### src/lrb_pkg.sv
// lrb_pkg: shared types and constants for the log ring buffer with level tags.
// Request and status codes, tag characters and the front-to-back command item.
// No dependencies.
package lrb_pkg;

  // Request codes
  localparam logic [2:0] REQ_WRITE       = 3'd0;
  localparam logic [2:0] REQ_READ_NEXT   = 3'd1;
  localparam logic [2:0] REQ_READ_RECENT = 3'd2;
  localparam logic [2:0] REQ_COUNT       = 3'd3;
  localparam logic [2:0] REQ_CLEAR       = 3'd4;

  // Status codes
  localparam logic [1:0] STAT_OK       = 2'd0;
  localparam logic [1:0] STAT_EMPTY    = 2'd1;
  localparam logic [1:0] STAT_RANGE    = 2'd2;

  // Tag characters
  localparam logic [7:0] CH_OPEN  = 8'h3C;
  localparam logic [7:0] CH_CLOSE = 8'h3E;
  localparam logic [7:0] CH_ZERO  = 8'h30;
  localparam logic [7:0] CH_NL    = 8'h0A;

  localparam int MAX_BURST = 6;

  // Classified item: request code plus the bytes a write puts into the ring
  typedef struct packed {
    logic [2:0]                kind;
    logic [2:0]                nbytes;
    logic [MAX_BURST-1:0][7:0] bytes;
  } lrb_cmd_t;

endpackage

### src/lrb_queue.sv
// lrb_queue: two-entry queue between front and back.
// Carries the classified command and the read-back offset. Depends on lrb_pkg.
module lrb_queue import lrb_pkg::*; #(
  parameter int OW = 14
) (
  input  logic          clk,
  input  logic          rst,
  input  logic          push,
  input  lrb_cmd_t      push_cmd,
  input  logic [OW-1:0] push_off,
  output logic          full,
  input  logic          pop,
  output logic          nonempty,
  output lrb_cmd_t      head_cmd,
  output logic [OW-1:0] head_off
);

  localparam int QD = 2;

  lrb_cmd_t      cmd_q [QD];
  logic [OW-1:0] off_q [QD];
  logic          wr_ptr, rd_ptr;
  logic [1:0]    count;

  assign full     = (count == 2'(QD));
  assign nonempty = (count != 2'd0);
  assign head_cmd = cmd_q[rd_ptr];
  assign head_off = off_q[rd_ptr];

  // Pointers and occupancy
  always_ff @(posedge clk) begin
    if (rst) begin
      wr_ptr <= 1'b0;
      rd_ptr <= 1'b0;
      count  <= 2'd0;
    end else begin
      if (push) wr_ptr <= ~wr_ptr;
      if (pop)  rd_ptr <= ~rd_ptr;
      count <= count + 2'(push) - 2'(pop);
    end
  end

  // Entry storage
  always_ff @(posedge clk) begin
    if (push) begin
      cmd_q[wr_ptr] <= push_cmd;
      off_q[wr_ptr] <= push_off;
    end
  end

  a_no_overflow: assert property (@(posedge clk) disable iff (rst) push |-> !full)
    else $error("queue push while full");
  a_no_underflow: assert property (@(posedge clk) disable iff (rst) pop |-> nonempty)
    else $error("queue pop while empty");
  a_count_range: assert property (@(posedge clk) disable iff (rst) count <= 2'(QD))
    else $error("queue count out of range");

endmodule

### config.mk
export PLATFORM = sky130hd
export DESIGN_NAME = lrb_queue
export DESIGN_NICKNAME = d
export VERILOG_FILES = /design/src/lrb_pkg.sv /design/src/lrb_queue.sv
export SDC_FILE = /design/constraint.sdc
export NUM_CORES = 1
export LEC_CHECK = 0
export ABC_AREA = 1
export BUFFER_PORTS_ARGS = -buffer_cell sky130_fd_sc_hd__buf_2
export CAP_MARGIN = 20
export CORE_MARGIN = 5
export CORE_UTILIZATION = 25
export DETAILED_ROUTE_END_ITERATION = 8
export SLEW_MARGIN = 10
export SYNTH_ARGS = -nofsm -noshare
export SYNTH_HDL_FRONTEND = slang
export SYNTH_SLANG_ARGS = --single-unit
### constraint.sdc
create_clock -name clk -period 4.7 [get_ports clk]
set_input_delay 0.94 -clock clk [delete_from_list [all_inputs] [get_ports clk]]
set_output_delay 0.94 -clock clk [all_outputs]
set_load 0.03 [all_outputs]
# Yosys cells after proc, flatten, opt, wreduce, memory -nomap -nowiden
# Memories as Yosys holds them, arrays and structs flattened. A register that Yosys moved wholly into a read port is not among the register bits.
# Cells that the tools add are included.
# totals
mem_bits_rw	136
mem_bits_ro	0
word_cells	17
inputBits	72
regBits	4
output_inout_bits	70
latch_bits	0
mem_count	2
# mem_list
memory	depth	word_bits	rd	rd_ports_with_merged_regs	wr	line_no	text
cmd_q	2	54	1	1	1	lrb_queue.sv:20	lrb_cmd_t cmd_q [QD];
off_q	2	14	1	1	1	lrb_queue.sv:21	logic [OW-1:0] off_q [QD];
# classes
shifts	0
div	0
n_reduce_logical	1
muxes	6
magnitude_cmp	0
n_mul	0
n_eq_ne	1
add_sub_neg	2
bitwise_logic	2
# ops
operator	count
$mux W1	6
$add A2 B1 Y2	1
$eq A2 B2 Y1 const B	1
$not A1 Y1	2
$reduce_bool A2 Y1	1
$sub A2 B1 Y2	1

# Longest topological paths before layout
# logic_depth
ltp_word	3
mapped_depth	9
depth_no_buf	9

# Worst setup path before layout
# Ideal clock, no wire load.
# synth_path
path_type	in2reg
start	input push
end	memory cmd_q[0][0] in the netlist's numbering (enable)
path_buffers	0
path_stages	2
setup_time_ns	0.496
arrival_ns	3.831
setup_slack_ns	0.373
cell_sequence	inv_1 nor2_1
# synth_between
elab_chain_cells	2
# synth_lines
item	line_no	text
start: declaration	lrb_queue.sv:8	input logic push,
$mux W1	lrb_queue.sv:45	if (push) begin
$mux W1 (not written as such)	lrb_queue.sv:46	cmd_q[wr_ptr] <= push_cmd;
end: declaration	lrb_queue.sv:20	
# Every way passes these cells.

==> flow_metrics.env <==
export IMPL_drv_slew=0
export IMPL_post_cts_resized=0
export IMPL_syn_inst=243
export IMPL_cp_required_ns=3.76
export IMPL_syn_nets=317
export IMPL_r2r_end="cmd_q[1][20]$_DFFE_PP_"
export IMPL_crit_buf_inv=1
export IMPL_totalWireLength_mm=10.10
export IMPL_worst_slack_ns=1.650
export IMPL_routed_top_layer="met4"
export IMPL_hp_class="flip-flop to flip-flop"
export IMPL_routed_wl_met3_um=767
export IMPL_fin_nets=471
export IMPL_die_area_um2=23870
export IMPL_dr_pass1_iters=4
export IMPL_r2r_start="wr_ptr$_SDFFE_PP0P_"
export IMPL_syn_avg_cell_area_um2=21.49
export IMPL_cts_sinks=141
export IMPL_synth_area_leaders="edfxtp_1, mux2_2, mux2_4"
export IMPL_syn_area_um2=5221
export IMPL_critical_path_class="flip-flop to primary output"
export IMPL_crit_family="flip-flops"
export IMPL_grt_pass1_wl_mm=15.78
export IMPL_antenna_found_initial=0
export IMPL_start_util_pct=25.56
export IMPL_max_stage_delay_ns=1.05
export IMPL_synth_largest_area_cell="edfxtp_1"
export IMPL_fin_crit_sh_pct=64.90
export IMPL_worstPathCellList="mux2_2 > buf_2"
export IMPL_port_buffers=141
export IMPL_end_kind="primary output"
export IMPL_reg2reg_depth=3
export IMPL_h_tree_depth=4
export IMPL_clockPowerShare_pct=39.5
export IMPL_worstSetupStartpointType="flip-flop"
export IMPL_ys_ff_latch=141
export IMPL_ant_nets=0
export IMPL_hold_violations=0
export IMPL_crit_fanout=68
export IMPL_p_int_uw=2368
export IMPL_power_density_nw_per_um2=458.0
export IMPL_pre_cts_ws_ns=1.831
export IMPL_cts_root_buf="clkbuf_16"
export IMPL_diodes=0
export IMPL_die_w_um=154.5
export IMPL_tightest_slew_ns=1.066
export IMPL_drv_cap=0
export IMPL_rows=52
export IMPL_peakVddDrop_uv=232.0
export IMPL_cts_buffers=17
export IMPL_p_seq_share_pct=48.3
export IMPL_post_route_min_period_ns=3.050
export IMPL_skew_ns=0.003331
export IMPL_grt_max_degree=69
export IMPL_io_pin_count=142
export IMPL_regToRegSetupSlack_ns=2.72
export IMPL_met2WireLength_mm=4.900
export IMPL_fin_util_pct=33.13
export IMPL_cts_clk_slew_worst_paths_ns=0.05
export IMPL_leakagePower_uw=0.002569
export IMPL_vias_per_cell=3.917
export IMPL_grt_util_all_layers_pct=8.654
export IMPL_gp_congestion=0.7228
export IMPL_hp_start="rd_ptr$_SDFFE_PP0P_"
export IMPL_yosysSeqAreaShare_pct=80.13
export IMPL_setup_viol=0
export IMPL_fillers=2002
export IMPL_yosys_warnings=0
export IMPL_clk_latency_ns=0.40
export IMPL_postCtsHoldBufs=0
export IMPL_crit_arrival_ns=2.11
export IMPL_rsz0062_at_grt="false"
export IMPL_holdPathStages=2
export IMPL_drt_wirelength_per_cell_um=14.90
export IMPL_wirelength_met1_mm=4.330
export IMPL_outcome="finished clean"
export IMPL_sw_frac_of_total_pct=23.62
export IMPL_cts_tree="done"
export IMPL_num_vias=2656
export IMPL_dp_hpwl_mm=6.711
export IMPL_power_switching_uw=732.3
export IMPL_grt_ovfl_total=0
export IMPL_synth_cell_type_count=15
export IMPL_first_iter_violations=101
export IMPL_clock_path_buffers=2
export IMPL_drive_gt1_share_pct=58.58
export IMPL_slowest_stage="dfxtp_4"
export IMPL_power_frac_comb_pct=12.1
export IMPL_yosysTopAreaCellShare_pct=78.22
export IMPL_core_um2=20430
export IMPL_max_clock_freq_ghz=0.3278
export IMPL_fin_setup_tns_ns=0
export IMPL_drcViolationCount=0
export IMPL_dieHeight_um=154.5
export IMPL_syn_to_final_growth_pct=29.64
export IMPL_maxSlewHeadroom_pct=28.91
export IMPL_grt_pass1_vias=3007
export IMPL_post_cts_buffers=0
[metrics by stage]
step,total power [uW],hold WS [ns],cells,area (um^2)
3_5_place_dp,1911,0.5098,648,6232
2_1_floorplan,1784,0.4799,243,5221
5_1_grt,3241,0.5766,678,6769
3_3_place_gp,1899,0.4921,648,6232
6_report,3100,0.5196,678,6769
4_1_cts,3156,0.5235,678,6769
[power by group through the flow]
| stage | clock, uW | combinational (uW) | sequential, uW |
|---|---|---|---|
| after global routing | 1330 | 402 | 1510 |
| after CTS | 1270 | 385 | 1500 |
| after global placement | 0 | 378 | 1520 |
| final | 1230 | 377 | 1500 |
| after floorplan | 0 | 287 | 1500 |
| after detailed placement | 0 | 384 | 1530 |
[synthesized netlist by cell type]
master and number:
buf_6 2, nor3_1 1, buf_2 4, mux2_2 48, nand2_1 5, inv_1 8, nand3_1 1, nor2_1 7
edfxtp_1 136, buf_8 2, mux2_4 20, a21oi_1 1, xnor2_1 1, dfxtp_1 5, ha_1 2
[kinds of logic (layout without fill, tap and decap cells)]
logic type                 Yosys count  in the layout  synth area share [%]
DFF                                141            141                 80.13
buffers and inverters               16            181                 1.965
adders and majority gates            2              2                0.4792
AOI/OAI and AO/OA                    1              1               0.09576
xor gates and xnor gates             1              1                0.1678
muxes                               68             68                 16.10
and+or+nand+nor                     14             14                 1.054
[per-layer routing]
layer  global-route usage [%]  vias to the layer above
li1                         -                     1251
met1                    10.16                     1303
met2                    14.23                       94
met3                    3.968                        8
met4                    2.649                        0
met5                        0                        -
[worst reg2reg max path: stages, from the launching register on]
cell and delay, ns:
dfxtp_1 0.35, nand2_1 0.09, clkinv_2 0.73, buf_4 0.55
[state kept, by name (all words and copies together), names as in the netlist, named ones only]
register / cells
cmd_q: 108
off_q: 28
count: 2
rd_ptr: 1
wr_ptr: 1
[placed cells by master, fill, tap and decap left out, drive strengths merged, types with 2 or more instances in the layout]
master,instances
buf,143
bufinv,2
clkbuf,20
clkinv,8
dfxtp,5
edfxtp,136
ha,2
inv,7
mux2,68
nand2,5
nor2,7
[area by class of cell]
type,count,area (um^2),share of cell area [%]
Clock buffer,20,436.7,6.451
Clock inverter,10,100.1,1.479
Inverter,8,31.28,0.4621
Multi-Input combinational cell,86,942.2,13.92
Sequential cell,141,4188,61.87
Tap cell,270,337.8,4.991
Timing Repair Buffer,143,733.2,10.83
[how the worst max path moves through the flow]
stage               from  cells after the start                      to  slack [ns]
2_1_floorplan       push                      2   cmd_q[0][0]$_DFFE_PP_        0.37
3_3_place_gp        push                      4  cmd_q[1][43]$_DFFE_PP_        1.91
3_5_place_dp        push                      4  cmd_q[1][43]$_DFFE_PP_        1.83
4_1_cts        flip-flop                      2             head_cmd[4]        1.56
5_1_grt        flip-flop                      2             head_cmd[4]        1.53
6_report       flip-flop                      2             head_cmd[3]        1.65
No activity file was read; power rests on OpenSTA's default activity.
