File: config.mk
export PLATFORM = sky130hd
export DESIGN_NAME = lrb_front
export DESIGN_NICKNAME = d
export VERILOG_FILES = /design/src/lrb_pkg.sv /design/src/lrb_front.sv
export SDC_FILE = /design/constraint.sdc
export NUM_CORES = 1
export LEC_CHECK = 0
export BUFFER_PORTS_ARGS = -buffer_cell sky130_fd_sc_hd__buf_2
export CAP_MARGIN = 40
export CORE_MARGIN = 5
export CORE_UTILIZATION = 42
export DETAILED_ROUTE_END_ITERATION = 8
export GPL_TIMING_DRIVEN = 0
export PLACE_DENSITY = 0.92
export SLEW_MARGIN = 20
export SYNTH_ARGS = -nofsm -noshare
export SYNTH_HDL_FRONTEND = slang
export SYNTH_SLANG_ARGS = --single-unit
export TNS_END_PERCENT = 50
File: constraint.sdc
create_clock -name clk -period 2.2 [get_ports clk]
set_input_delay 0.11 -clock clk [delete_from_list [all_inputs] [get_ports clk]]
set_output_delay 0.11 -clock clk [all_outputs]
set_load 0.01 [all_outputs]
File: src/lrb_pkg.sv
// lrb_pkg: shared types and constants for the log ring buffer with level tags.
// Request and status codes, tag characters and the front-to-back command item.
// No dependencies.
package lrb_pkg;

  // Request codes
  localparam logic [2:0] REQ_WRITE       = 3'd0;
  localparam logic [2:0] REQ_READ_NEXT   = 3'd1;
  localparam logic [2:0] REQ_READ_RECENT = 3'd2;
  localparam logic [2:0] REQ_COUNT       = 3'd3;
  localparam logic [2:0] REQ_CLEAR       = 3'd4;

  // Status codes
  localparam logic [1:0] STAT_OK       = 2'd0;
  localparam logic [1:0] STAT_EMPTY    = 2'd1;
  localparam logic [1:0] STAT_RANGE    = 2'd2;

  // Tag characters
  localparam logic [7:0] CH_OPEN  = 8'h3C;
  localparam logic [7:0] CH_CLOSE = 8'h3E;
  localparam logic [7:0] CH_ZERO  = 8'h30;
  localparam logic [7:0] CH_NL    = 8'h0A;

  localparam int MAX_BURST = 6;

  // Classified item: request code plus the bytes a write puts into the ring
  typedef struct packed {
    logic [2:0]                kind;
    logic [2:0]                nbytes;
    logic [MAX_BURST-1:0][7:0] bytes;
  } lrb_cmd_t;

endpackage

File: src/lrb_front.sv
// lrb_front: accepts requests, tracks line-start tag state and expands write
// bytes into the byte burst the ring must store. Depends on lrb_pkg.
module lrb_front import lrb_pkg::*; (
  input  logic       clk,
  input  logic       rst,
  input  logic       cfg_we,
  input  logic [2:0] cfg_wdata,
  input  logic       take,
  input  logic [2:0] req_type,
  input  logic [7:0] data_byte,
  input  logic       last_of_message,
  output lrb_cmd_t   cmd
);

  logic       at_line_start, at_line_start_next;
  logic [1:0] held_count, held_count_next;
  logic [2:0] held_digit, held_digit_next;
  logic [2:0] default_level;
  logic [7:0] dl_char, hd_char;
  logic       is_digit, is_nl;

  assign dl_char  = CH_ZERO | {5'd0, default_level};
  assign hd_char  = CH_ZERO | {5'd0, held_digit};
  assign is_digit = (data_byte[7:3] == CH_ZERO[7:3]);
  assign is_nl    = (data_byte == CH_NL);

  // Classify the item and build the byte burst
  always_comb begin
    at_line_start_next = at_line_start;
    held_count_next    = held_count;
    held_digit_next    = held_digit;
    cmd.kind   = req_type;
    cmd.nbytes = 3'd0;
    cmd.bytes  = '0;
    if (req_type == REQ_WRITE) begin
      if (!at_line_start) begin
        cmd.nbytes = 3'd1;
        cmd.bytes[0] = data_byte;
        at_line_start_next = is_nl;
      end else begin
        unique case (held_count)
          2'd1: begin
            if (is_digit && !last_of_message) begin
              held_digit_next = data_byte[2:0];
              held_count_next = 2'd2;
            end else begin
              cmd.nbytes = 3'd5;
              cmd.bytes[0] = CH_OPEN;
              cmd.bytes[1] = dl_char;
              cmd.bytes[2] = CH_CLOSE;
              cmd.bytes[3] = CH_OPEN;
              cmd.bytes[4] = data_byte;
              held_count_next = 2'd0;
              at_line_start_next = is_nl;
            end
          end
          2'd2: begin
            held_count_next = 2'd0;
            if (data_byte == CH_CLOSE) begin
              cmd.nbytes = 3'd3;
              cmd.bytes[0] = CH_OPEN;
              cmd.bytes[1] = hd_char;
              cmd.bytes[2] = CH_CLOSE;
              at_line_start_next = 1'b0;
            end else begin
              cmd.nbytes = 3'd6;
              cmd.bytes[0] = CH_OPEN;
              cmd.bytes[1] = dl_char;
              cmd.bytes[2] = CH_CLOSE;
              cmd.bytes[3] = CH_OPEN;
              cmd.bytes[4] = hd_char;
              cmd.bytes[5] = data_byte;
              at_line_start_next = is_nl;
            end
          end
          default: begin
            if (data_byte == CH_OPEN && !last_of_message) begin
              held_count_next = 2'd1;
            end else begin
              cmd.nbytes = 3'd4;
              cmd.bytes[0] = CH_OPEN;
              cmd.bytes[1] = dl_char;
              cmd.bytes[2] = CH_CLOSE;
              cmd.bytes[3] = data_byte;
              held_count_next = 2'd0;
              at_line_start_next = is_nl;
            end
          end
        endcase
      end
    end
  end

  // Line state and default level register
  always_ff @(posedge clk) begin
    if (rst) begin
      at_line_start <= 1'b1;
      held_count    <= 2'd0;
      held_digit    <= 3'd0;
      default_level <= 3'd4;
    end else begin
      if (take) begin
        at_line_start <= at_line_start_next;
        held_count    <= held_count_next;
        held_digit    <= held_digit_next;
      end
      if (cfg_we) begin
        default_level <= cfg_wdata;
      end
    end
  end

  a_held_range: assert property (@(posedge clk) disable iff (rst) held_count != 2'd3)
    else $error("held count out of range");
  a_held_needs_start: assert property (@(posedge clk) disable iff (rst)
    held_count != 2'd0 |-> at_line_start)
    else $error("bytes held outside line start");
  a_write_len: assert property (@(posedge clk) disable iff (rst)
    take && req_type != REQ_WRITE |-> cmd.nbytes == 3'd0)
    else $error("burst on non-write request");

endmodule

# Yosys cells after proc, flatten, opt, wreduce, memory -nomap -nowiden
# Index checks and enable logic that the tools add are counted.
# word_totals
register_bits	9
# classes
n_reduce_logical	7
eq_ne	6
mux	23
# op_table
op	n
two-way mux 40 bit	2
one-hot mux 32 bit (2 select lines)	1
two-way mux 51 bit	1
two-way mux 32 bit	1
two-way mux 24 bit	1
equality test 8 x 6 -> 1 bit (second input constant)	2
two-way mux 8 bit	2
one-hot mux 8 bit (2 select lines)	1
two-way mux 3 bit	4
two-way mux 11 bit	1
equality test 8 x 4 -> 1 bit (second input constant)	1
one-hot mux 3 bit (2 select lines)	1
equality test 5 x 3 -> 1 bit (second input constant)	1
two-way mux 1 bit	5
AND reduction 5 bit	1
one-hot mux 2 bit (2 select lines)	1
zero test 3 bit	1
AND reduction 3 bit	1
equality test 2 x 1 -> 1 bit (second input constant)	1
equality test 2 bit (second input constant)	1
logical AND 1 bit	2
two-way mux 2 bit	1
one-hot mux 1 bit (2 select lines)	1
AND reduction 2 bit	1
zero test 1 bit	1

# Logic depth before layout (Yosys ltp)
# Gate-level depths: netlist of the first run.
# logic_depth
word_depth	6
ltp_mapped	7
mapped_depth_nobuf	6

# Worst setup path after synthesis of the first run
# OpenSTA, ideal clock, no wires.
# synth_path
path_kind	flip-flop to output port
start	register at_line_start
end	output cmd[13] (netlist bit)
path_stages_with_launch	5
slack_ns	0.161
required_time_ns	2.090
n_path_buf	2
t_arrival_ns	1.929
path_cell_list	dfxtp_1 > nor4b_1 > clkbuf_1 > nor3b_1 > buf_4
# synth_rtl
item	line_no	text
from (decl)	lrb_front.sv:15	logic at_line_start, at_line_start_next;
from (signal assigned)	lrb_front.sv:103	at_line_start <= at_line_start_next;
to (decl)	lrb_front.sv:12	output lrb_cmd_t cmd

==> tab_implementation.tex, run 1 <==
\begin{tabular}{lr}
\hline
Metric & Value \\
\hline
\multicolumn{2}{l}{\textbf{Worst hold path}} \\
\quad Path type of the worst min-delay path & primary input to register \\
\quad Worst Hold Path EP & default\_level[2] \\
\quad Beginning of the worst hold path & cfg\_wdata[2] \\
\quad Worst Hold Path Cells & 2 \\
\multicolumn{2}{l}{\textbf{Yosys}} \\
\quad FFs w/ async S/R, synth & 0\% \\
\quad Distinct cells, synth & 41 \\
\quad Synth Cell Area & 1110 um\^{}2 \\
\quad Top flip-flop cell by instance count after synthesis & dfxtp\_1 \\
\quad Synthesized area per cell & 7.13 um\^{}2 \\
\quad Yosys warning count & 0 \\
\quad Gate count after technology mapping & 156 \\
\quad Number of storage elements in the synthesis netlist & 9 \\
\quad Part of the Yosys area used for sequential elements & 16.2\% \\
\quad Number of flops mapped to enable cells by yosys & 0 \\
\multicolumn{2}{l}{\textbf{Pwr}} \\
\quad Net Sw Frac & 31.7\% \\
\quad Power share of the clock group & 30.6\% \\
\quad Worst voltage drop across the vdd grid & 262 uV \\
\quad Power density of the placed cells & 279 nW/um\^{}2 \\
\quad Leakage power of the design & 0.000840 uW \\
\quad Fraction of power consumed by combinational cells & 30.3\% \\
\quad Total design power & 437 uW \\
\quad Sequential power share & 39.1\% \\
\quad Power Internal & 298 uW \\
\quad Psw & 138 uW \\
\multicolumn{2}{l}{\textbf{Worst setup path}} \\
\quad Reg2Reg Setup Slack & 0.35 ns \\
\quad Required time reported for the critical path endpoint & 2.09 ns \\
\quad Startpoint kind of the worst setup timing path & register \\
\quad Worst R2R Path Depth & 6 \\
\quad Crit Reg-Reg Endpoint & held\_digit[1] \\
\quad Crit Reg-Reg Startpoint & held\_count[1] \\
\quad Worst-path fanout max & 10 \\
\quad Critical path capture point type & output port \\
\quad Arrival time at the worst endpoint & 1.98 ns \\
\quad Crit Path Category & register to output port \\
\multicolumn{2}{l}{\textbf{Route}} \\
\quad Number of antenna-violating nets in the routed design & 0 \\
\quad Number of vias per cell after detailed routing & 5.21 \\
\quad DR DRC count & 0 \\
\quad Routed length per instance & 13.8 um \\
\quad Number of detailed-route iterations in the first pass & 4 \\
\quad Count of vias placed by the detailed router & 1350 \\
\quad Detailed Route Iter0 Violations & 72 \\
\quad Total Routed Length & 3580 um \\
\multicolumn{2}{l}{\textbf{Cells and area}} \\
\quad Post-layout net count & 251 \\
\quad Top library cells by usage in the layout, fill and taps aside & buf\_2 (66), buf\_4 (15), nand2b\_1 (13) \\
\quad Number of antenna cells inserted & 0 \\
\quad Share of layout cells above drive strength 1 & 44.5\% \\
\quad Leading cell type in the layout, fill and taps excluded & buf\_2 \\
\quad Area added between synthesis and finish & 40.6\% \\
\quad Final design area excluding fillers & 1560 um\^{}2 \\
\multicolumn{2}{l}{\textbf{Place}} \\
\quad Last weighted congestion value of the routability-driven placer & 0.844 \\
\quad Placed Instance Area & 1490 um\^{}2 \\
\quad Post-DP HPWL & 2760 um \\
\quad Number of port buffers & 64 \\
\quad Worst-case setup slack after placement & -0.227 ns \\
\multicolumn{2}{l}{\textbf{CTS}} \\
\quad Hold-fix buffer count after cts & 0 \\
\quad TritonCTS clock tree & built \\
\quad Post-CTS setup buffer count & 0 \\
\quad Clock tree sinks & 9 \\
\quad Total CTS buffers & 3 \\
\quad H-tree depth & 1 \\
\quad Clock transition at the registers of the reported paths & 0.07 ns \\
\quad Clk\_lat worst skew & 0.26 ns \\
\quad CTS Root Buffer Type & clkbuf\_4 \\
\quad Maximum buffer depth of the clock tree & 2 \\
\multicolumn{2}{l}{\textbf{Status}} \\
\quad Run status & completed \\
\multicolumn{2}{l}{\textbf{Die}} \\
\quad Initial core utilization & 44.5\% \\
\quad Io pins & 73 \\
\quad Y dimension of the die & 61.5 um \\
\quad Placeable Area & 2500 um\^{}2 \\
\quad Area of the die & 3780 um\^{}2 \\
\quad Die width & 61.5 um \\
\quad \# rows & 18 \\
\multicolumn{2}{l}{\textbf{STA}} \\
\quad Layout Skew & 0.000803 ns \\
\quad Max-slew violation count & 0 \\
\quad Portion of the clock cycle consumed by the worst path in the final layout & 95.2\% \\
\quad Setup tns final & 0 ns \\
\quad Final Hold Violating Endpoints & 0 \\
\quad Setup repair after global routing missed its margin & true \\
\quad Max-slew headroom at the worst pin & 65.8\% \\
\quad Final setup violating endpoints & 0 \\
\quad Minimum hold slack & 0.0556 ns \\
\quad Slew of the pin with the lowest slew margin & 0.509 ns \\
\quad Final critical-path required period & 2.09 ns \\
\quad Worst setup margin & 0.106 ns \\
\quad Maximum clock frequency & 478 MHz \\
\multicolumn{2}{l}{\textbf{Run}} \\
\quad Max-capacitance violation count & 0 \\
\multicolumn{2}{l}{\textbf{GRT}} \\
\quad Overflow left after global routing & 0 \\
\quad Total Routing Usage GR & 19.3\% \\
\quad Vias in the first global route & 1293 \\
\quad Pin count of the biggest net entering global routing & 11 \\
\quad Antenna violations before repair & 0 \\
\quad Global-route wire length before repair & 5570 um \\
\hline
\end{tabular}
==> Yosys cell counts, types with 2 or more instances <==
cell,count,area [um^2]
nand2_1,6,22.5
nand2b_1,13,81.3
a22oi_1,3,22.5
and3_1,7,43.8
nand3_1,10,50.1
and2_1,10,62.6
a21oi_1,10,50.1
a21o_2,3,26.3
ha_1,2,25.0
nor2b_1,5,31.3
buf_2,2,10.0
buf_4,15,113
nor4_1,3,18.8
nand4_1,3,18.8
o31ai_1,2,15.0
dfxtp_1,9,180
nor3_1,2,10.0
mux2i_1,5,50.1
nor2_1,9,33.8
and3_2,3,22.5
o211ai_1,4,30.0
clkbuf_1,7,26.3
inv_1,5,18.8
==> metal layers <==
metal  vias to the layer above  part of all wire [%]  track usage [%]  routed length (um)
li1                        677                     -                -                   -
met1                       594                    40             23.0                1440
met2                        77                    47             34.3                1690
met3                         2                    12             5.24                 441
met4                         0                  0.28             4.55                  10
met5                         -                     0                0                   0
==> registers in the layout, indices dropped and copies added (netlist names) <==
signal         cells
default_level      3
held_digit         3
held_count         2
at_line_start      1
==> critical path: stages (launching register included) <==
cell and delay, ns:
dfxtp_1 0.36, inv_1 0.06, ha_1 0.23, o31a_2 0.15
clkbuf_4 0.19, nor3_1 0.34, nor3b_4 0.12, buf_4 0.15
buf_2 0.13
==> cell type report <==
class                      instances  area [um^2]
fill                             242          936
multi-input combinational        123          826
timing repair buffer              64          320
sequential                         9          180
buffer                            24          155
tap                               30         37.5
clock buffer                       4         26.3
inverter                           5         18.8
==> kinds of logic (layout without fill, tap and decap cells) <==
logic type / count (synthesis) / in the layout / share of synthesized area, %
buffers and inverters: 29 / 97 / 15.1
adders and majority gates: 2 / 2 / 2.25
muxes: 5 / 5 / 4.50
AOI/OAI and AO/OA: 29 / 29 / 18.7
and+or+nand+nor: 81 / 81 / 43.0
DFF: 9 / 9 / 16.2
other: 1 / 6 / 0.337
==> stage by stage <==
step	util [%]	instances
after floorplan	-	161
after global placement	59.6	255
after detailed placement	59.6	255
after CTS	61.7	259
after global routing	62.6	259
final	62.6	259
==> repair_timing <==
action                     in CTS  in global routing
pin swaps                       1                  1
setup endpoints to repair      23                 20
gates resized for setup         6                  7
==> power groups by stage <==
stage,Combinational (uW),Clock [uW],Sequential (uW)
3_3_place_gp,124,0,174
2_1_floorplan,73.7,0,173
3_5_place_dp,126,0,174
5_1_grt,145,145,171
4_1_cts,129,132,171
6_report,132,134,171
==> how the worst max path moves through the flow <==
stage | from | to | slack (ns)
2_1_floorplan | at_line_start | cmd[13] | 0.16
3_3_place_gp | at_line_start | cmd[21] | -0.16
3_5_place_dp | at_line_start | cmd[21] | -0.23
4_1_cts | at_line_start | cmd[50] | 0.007
5_1_grt | held_count[1] | cmd[21] | -0.02
6_report | held_count[1] | cmd[21] | 0.11
Power figures use the tool's default switching activity.
==> inputs of run 2 (changes only) <==
--- a/config.mk
+++ b/config.mk
@@ -11,7 +11,7 @@
 export CORE_UTILIZATION = 42
 export DETAILED_ROUTE_END_ITERATION = 8
 export GPL_TIMING_DRIVEN = 0
-export PLACE_DENSITY = 0.92
+export PLACE_DENSITY_LB_ADDON = 0.15
 export SLEW_MARGIN = 20
 export SYNTH_ARGS = -nofsm -noshare
 export SYNTH_HDL_FRONTEND = slang
==> run 2 against run 1 <==
Compared with the run above: clock skew up 0.0078 ns; clock power about the same; combinational power about the same; count of clock-buffer cells in the layout unchanged; hold slack worse by 0.0090 ns; critical path depth unchanged; utilization up 0.75 points; cell count unchanged; routed wire length up 3.9%; worst setup slack worse by 0.0055 ns; largest cell class unchanged; fmax down 0.26%.
==> tab_implementation.tex, run 2 (synthesis gave the netlist of run 1 again) <==
\begin{tabular}{lr}
\hline
Metric & Value \\
\hline
\multicolumn{2}{l}{\textbf{Status}} \\
\quad Run status & completed (unchanged) \\
\multicolumn{2}{l}{\textbf{Die}} \\
\quad Placeable Area & 2500 um\^{}2 (unchanged) \\
\quad \# rows & 18 (unchanged) \\
\quad Area of the die & 3780 um\^{}2 (unchanged) \\
\quad Initial core utilization & 44.5\% (unchanged) \\
\quad Io pins & 73 (unchanged) \\
\quad Die width & 61.5 um (unchanged) \\
\quad Y dimension of the die & 61.5 um (unchanged) \\
\multicolumn{2}{l}{\textbf{CTS}} \\
\quad Clock tree sinks & 9 (unchanged) \\
\quad Clock transition at the registers of the reported paths & 0.07 ns (about the same) \\
\quad Hold-fix buffer count after cts & 0 (unchanged) \\
\quad Post-CTS setup buffer count & 0 (unchanged) \\
\quad Total CTS buffers & 3 (unchanged) \\
\quad CTS Root Buffer Type & clkbuf\_4 (unchanged) \\
\quad H-tree depth & 1 (unchanged) \\
\quad Clk\_lat worst skew & 0.27 ns (was 0.26 ns) \\
\quad TritonCTS clock tree & built (unchanged) \\
\quad Maximum buffer depth of the clock tree & 2 (unchanged) \\
\multicolumn{2}{l}{\textbf{Worst setup path}} \\
\quad Arrival time at the worst endpoint & 1.99 ns (was 1.98 ns) \\
\quad Crit Path Category & register to output port (unchanged) \\
\quad Worst-path fanout max & 10 (unchanged) \\
\quad Critical path capture point type & output port (unchanged) \\
\quad Required time reported for the critical path endpoint & 2.09 ns (about the same) \\
\quad Startpoint kind of the worst setup timing path & register (unchanged) \\
\quad Worst R2R Path Depth & 6 (unchanged) \\
\multicolumn{2}{l}{\textbf{Place}} \\
\quad Worst-case setup slack after placement & -0.241 ns (was -0.227 ns) \\
\quad Post-DP HPWL & 2900 um (was 2760 um) \\
\quad Number of port buffers & 64 (unchanged) \\
\quad Last weighted congestion value of the routability-driven placer & 0.827 (was 0.844) \\
\multicolumn{2}{l}{\textbf{Run}} \\
\quad Max-capacitance violation count & 0 (unchanged) \\
\multicolumn{2}{l}{\textbf{STA}} \\
\quad Final critical-path required period & 2.10 ns (was 2.09 ns) \\
\quad Layout Skew & 0.00860 ns (was 0.000803 ns) \\
\quad Setup repair after global routing missed its margin & true (unchanged) \\
\quad Maximum clock frequency & 476 MHz (was 478 MHz) \\
\quad Portion of the clock cycle consumed by the worst path in the final layout & 95.4\% (was 95.2\%) \\
\quad Final Hold Violating Endpoints & 0 (unchanged) \\
\quad Final setup violating endpoints & 0 (unchanged) \\
\quad Max-slew violation count & 0 (unchanged) \\
\quad Worst setup margin & 0.100 ns (was 0.106 ns) \\
\multicolumn{2}{l}{\textbf{Route}} \\
\quad Total Routed Length & 3720 um (was 3580 um) \\
\quad Number of detailed-route iterations in the first pass & 4 (unchanged) \\
\quad Detailed Route Iter0 Violations & 57 (was 72) \\
\quad Routed length per instance & 14.4 um (was 13.8 um) \\
\quad DR DRC count & 0 (unchanged) \\
\quad Number of antenna-violating nets in the routed design & 0 (unchanged) \\
\quad Count of vias placed by the detailed router & 1400 (was 1350) \\
\quad Number of vias per cell after detailed routing & 5.41 (was 5.21) \\
\multicolumn{2}{l}{\textbf{GRT}} \\
\quad Global-route wire length before repair & 5510 um (was 5570 um) \\
\quad Overflow left after global routing & 0 (unchanged) \\
\quad Antenna violations before repair & 0 (unchanged) \\
\quad Pin count of the biggest net entering global routing & 11 (unchanged) \\
\quad Total Routing Usage GR & 18.9\% (was 19.3\%) \\
\quad Vias in the first global route & 1294 (was 1293) \\
\multicolumn{2}{l}{\textbf{Pwr}} \\
\quad Worst voltage drop across the vdd grid & 295 uV (was 262 uV) \\
\quad Power density of the placed cells & 278 nW/um\^{}2 (was 279 nW/um\^{}2) \\
\quad Leakage power of the design & 0.000847 uW (was 0.000840 uW) \\
\multicolumn{2}{l}{\textbf{Cells and area}} \\
\quad Count of filler cells inserted in the layout & 246 (was 242) \\
\quad Area added between synthesis and finish & 42.3\% (was 40.6\%) \\
\quad Share of layout cells above drive strength 1 & 45.0\% (was 44.5\%) \\
\quad Top Registers & default\_level: 3 flops, held\_digit: 3 flops, held\_count: 2 flops (unchanged) \\
\quad Share of the core filled with cells in the final layout & 63.3\% (was 62.6\%) \\
\quad Leading cell type in the layout, fill and taps excluded & buf\_2 (unchanged) \\
\quad Number of antenna cells inserted & 0 (unchanged) \\
\quad Top library cells by usage in the layout, fill and taps aside & buf\_2 (67), buf\_4 (15), nand2b\_1 (13) (was buf\_2 (66), buf\_4 (15), nand2b\_1 (13)) \\
\quad Post-layout net count & 251 (unchanged) \\
\multicolumn{2}{l}{\textbf{Worst hold path}} \\
\quad Worst Hold Path Cells & 2 (unchanged) \\
\quad Path type of the worst min-delay path & primary input to register (unchanged) \\
\hline
\end{tabular}
-- run 2: where the power goes --
part / switching [uW] / internal, uW / total (uW)
combinational: 72.9 / 61.4 / 134
sequential: 4.10 / 167 / 171
clock: 64.3 / 70.2 / 134
total: 141 / 299 / 440
-- run 2: metal layers --
| layer | wire, um | GRT usage (%) | up-vias |
|---|---|---|---|
| met1 | 1520 | 24.6 | 625 |
| met2 | 1720 | 32.3 | 82 |
| met3 | 418 | 2.31 | 11 |
| met4 | 63 | 6.36 | 0 |
| li1 | - | - | 682 |
| met5 | 0 | 0 | - |
-- run 2: timing repair --
action,4_1_cts,5_1_grt
setup endpoints to repair,23,15
pin swaps,0,1
gates resized for setup,7,7
hold endpoints to repair,0,0
-- run 2: final timing paths --
path | start | to | slack [ns]
max | held_count[1] | cmd[21] | 0.10
max reg2reg | held_count[1] | held_digit[2] | 0.34
min reg2reg | held_count[0] | held_count[0] | 0.49
min | cfg_wdata[2] | default_level[2] | 0.05
-- run 2: critical path: stages, from the launching register on --
cell and delay (ns):
dfxtp_1 0.35, inv_1 0.07, ha_2 0.21, o31a_2 0.18
buf_2 0.22, nor3_1 0.10, nor3b_4 0.31, buf_4 0.16
buf_2 0.12
-- run 2: area by class of cell --
cell class                 count  area (um^2)  share of cell area (%)
buffer                        24          153                    9.64
inverter                       5         18.8                    1.19
multi-input combinational    123          847                    53.5
sequential                     9          180                    11.4
timing repair buffer          64          320                    20.2
tap                           30         37.5                    2.37
clock buffer                   4         26.3                    1.66
-- run 2: metrics by stage --
stage / hold WS (ns) / total power (uW) / cells / cell area, um^2 / TNS (ns)
floorplan: 0.228 / 247 / 161 / 1130 / 0
global placement: 0.314 / 297 / 255 / 1490 / -1.04
detailed placement: 0.322 / 301 / 255 / 1490 / -1.58
CTS: 0.0458 / 434 / 259 / 1540 / 0
global route: 0.0533 / 460 / 259 / 1580 / -0.0650
finish: 0.0466 / 440 / 259 / 1580 / 0
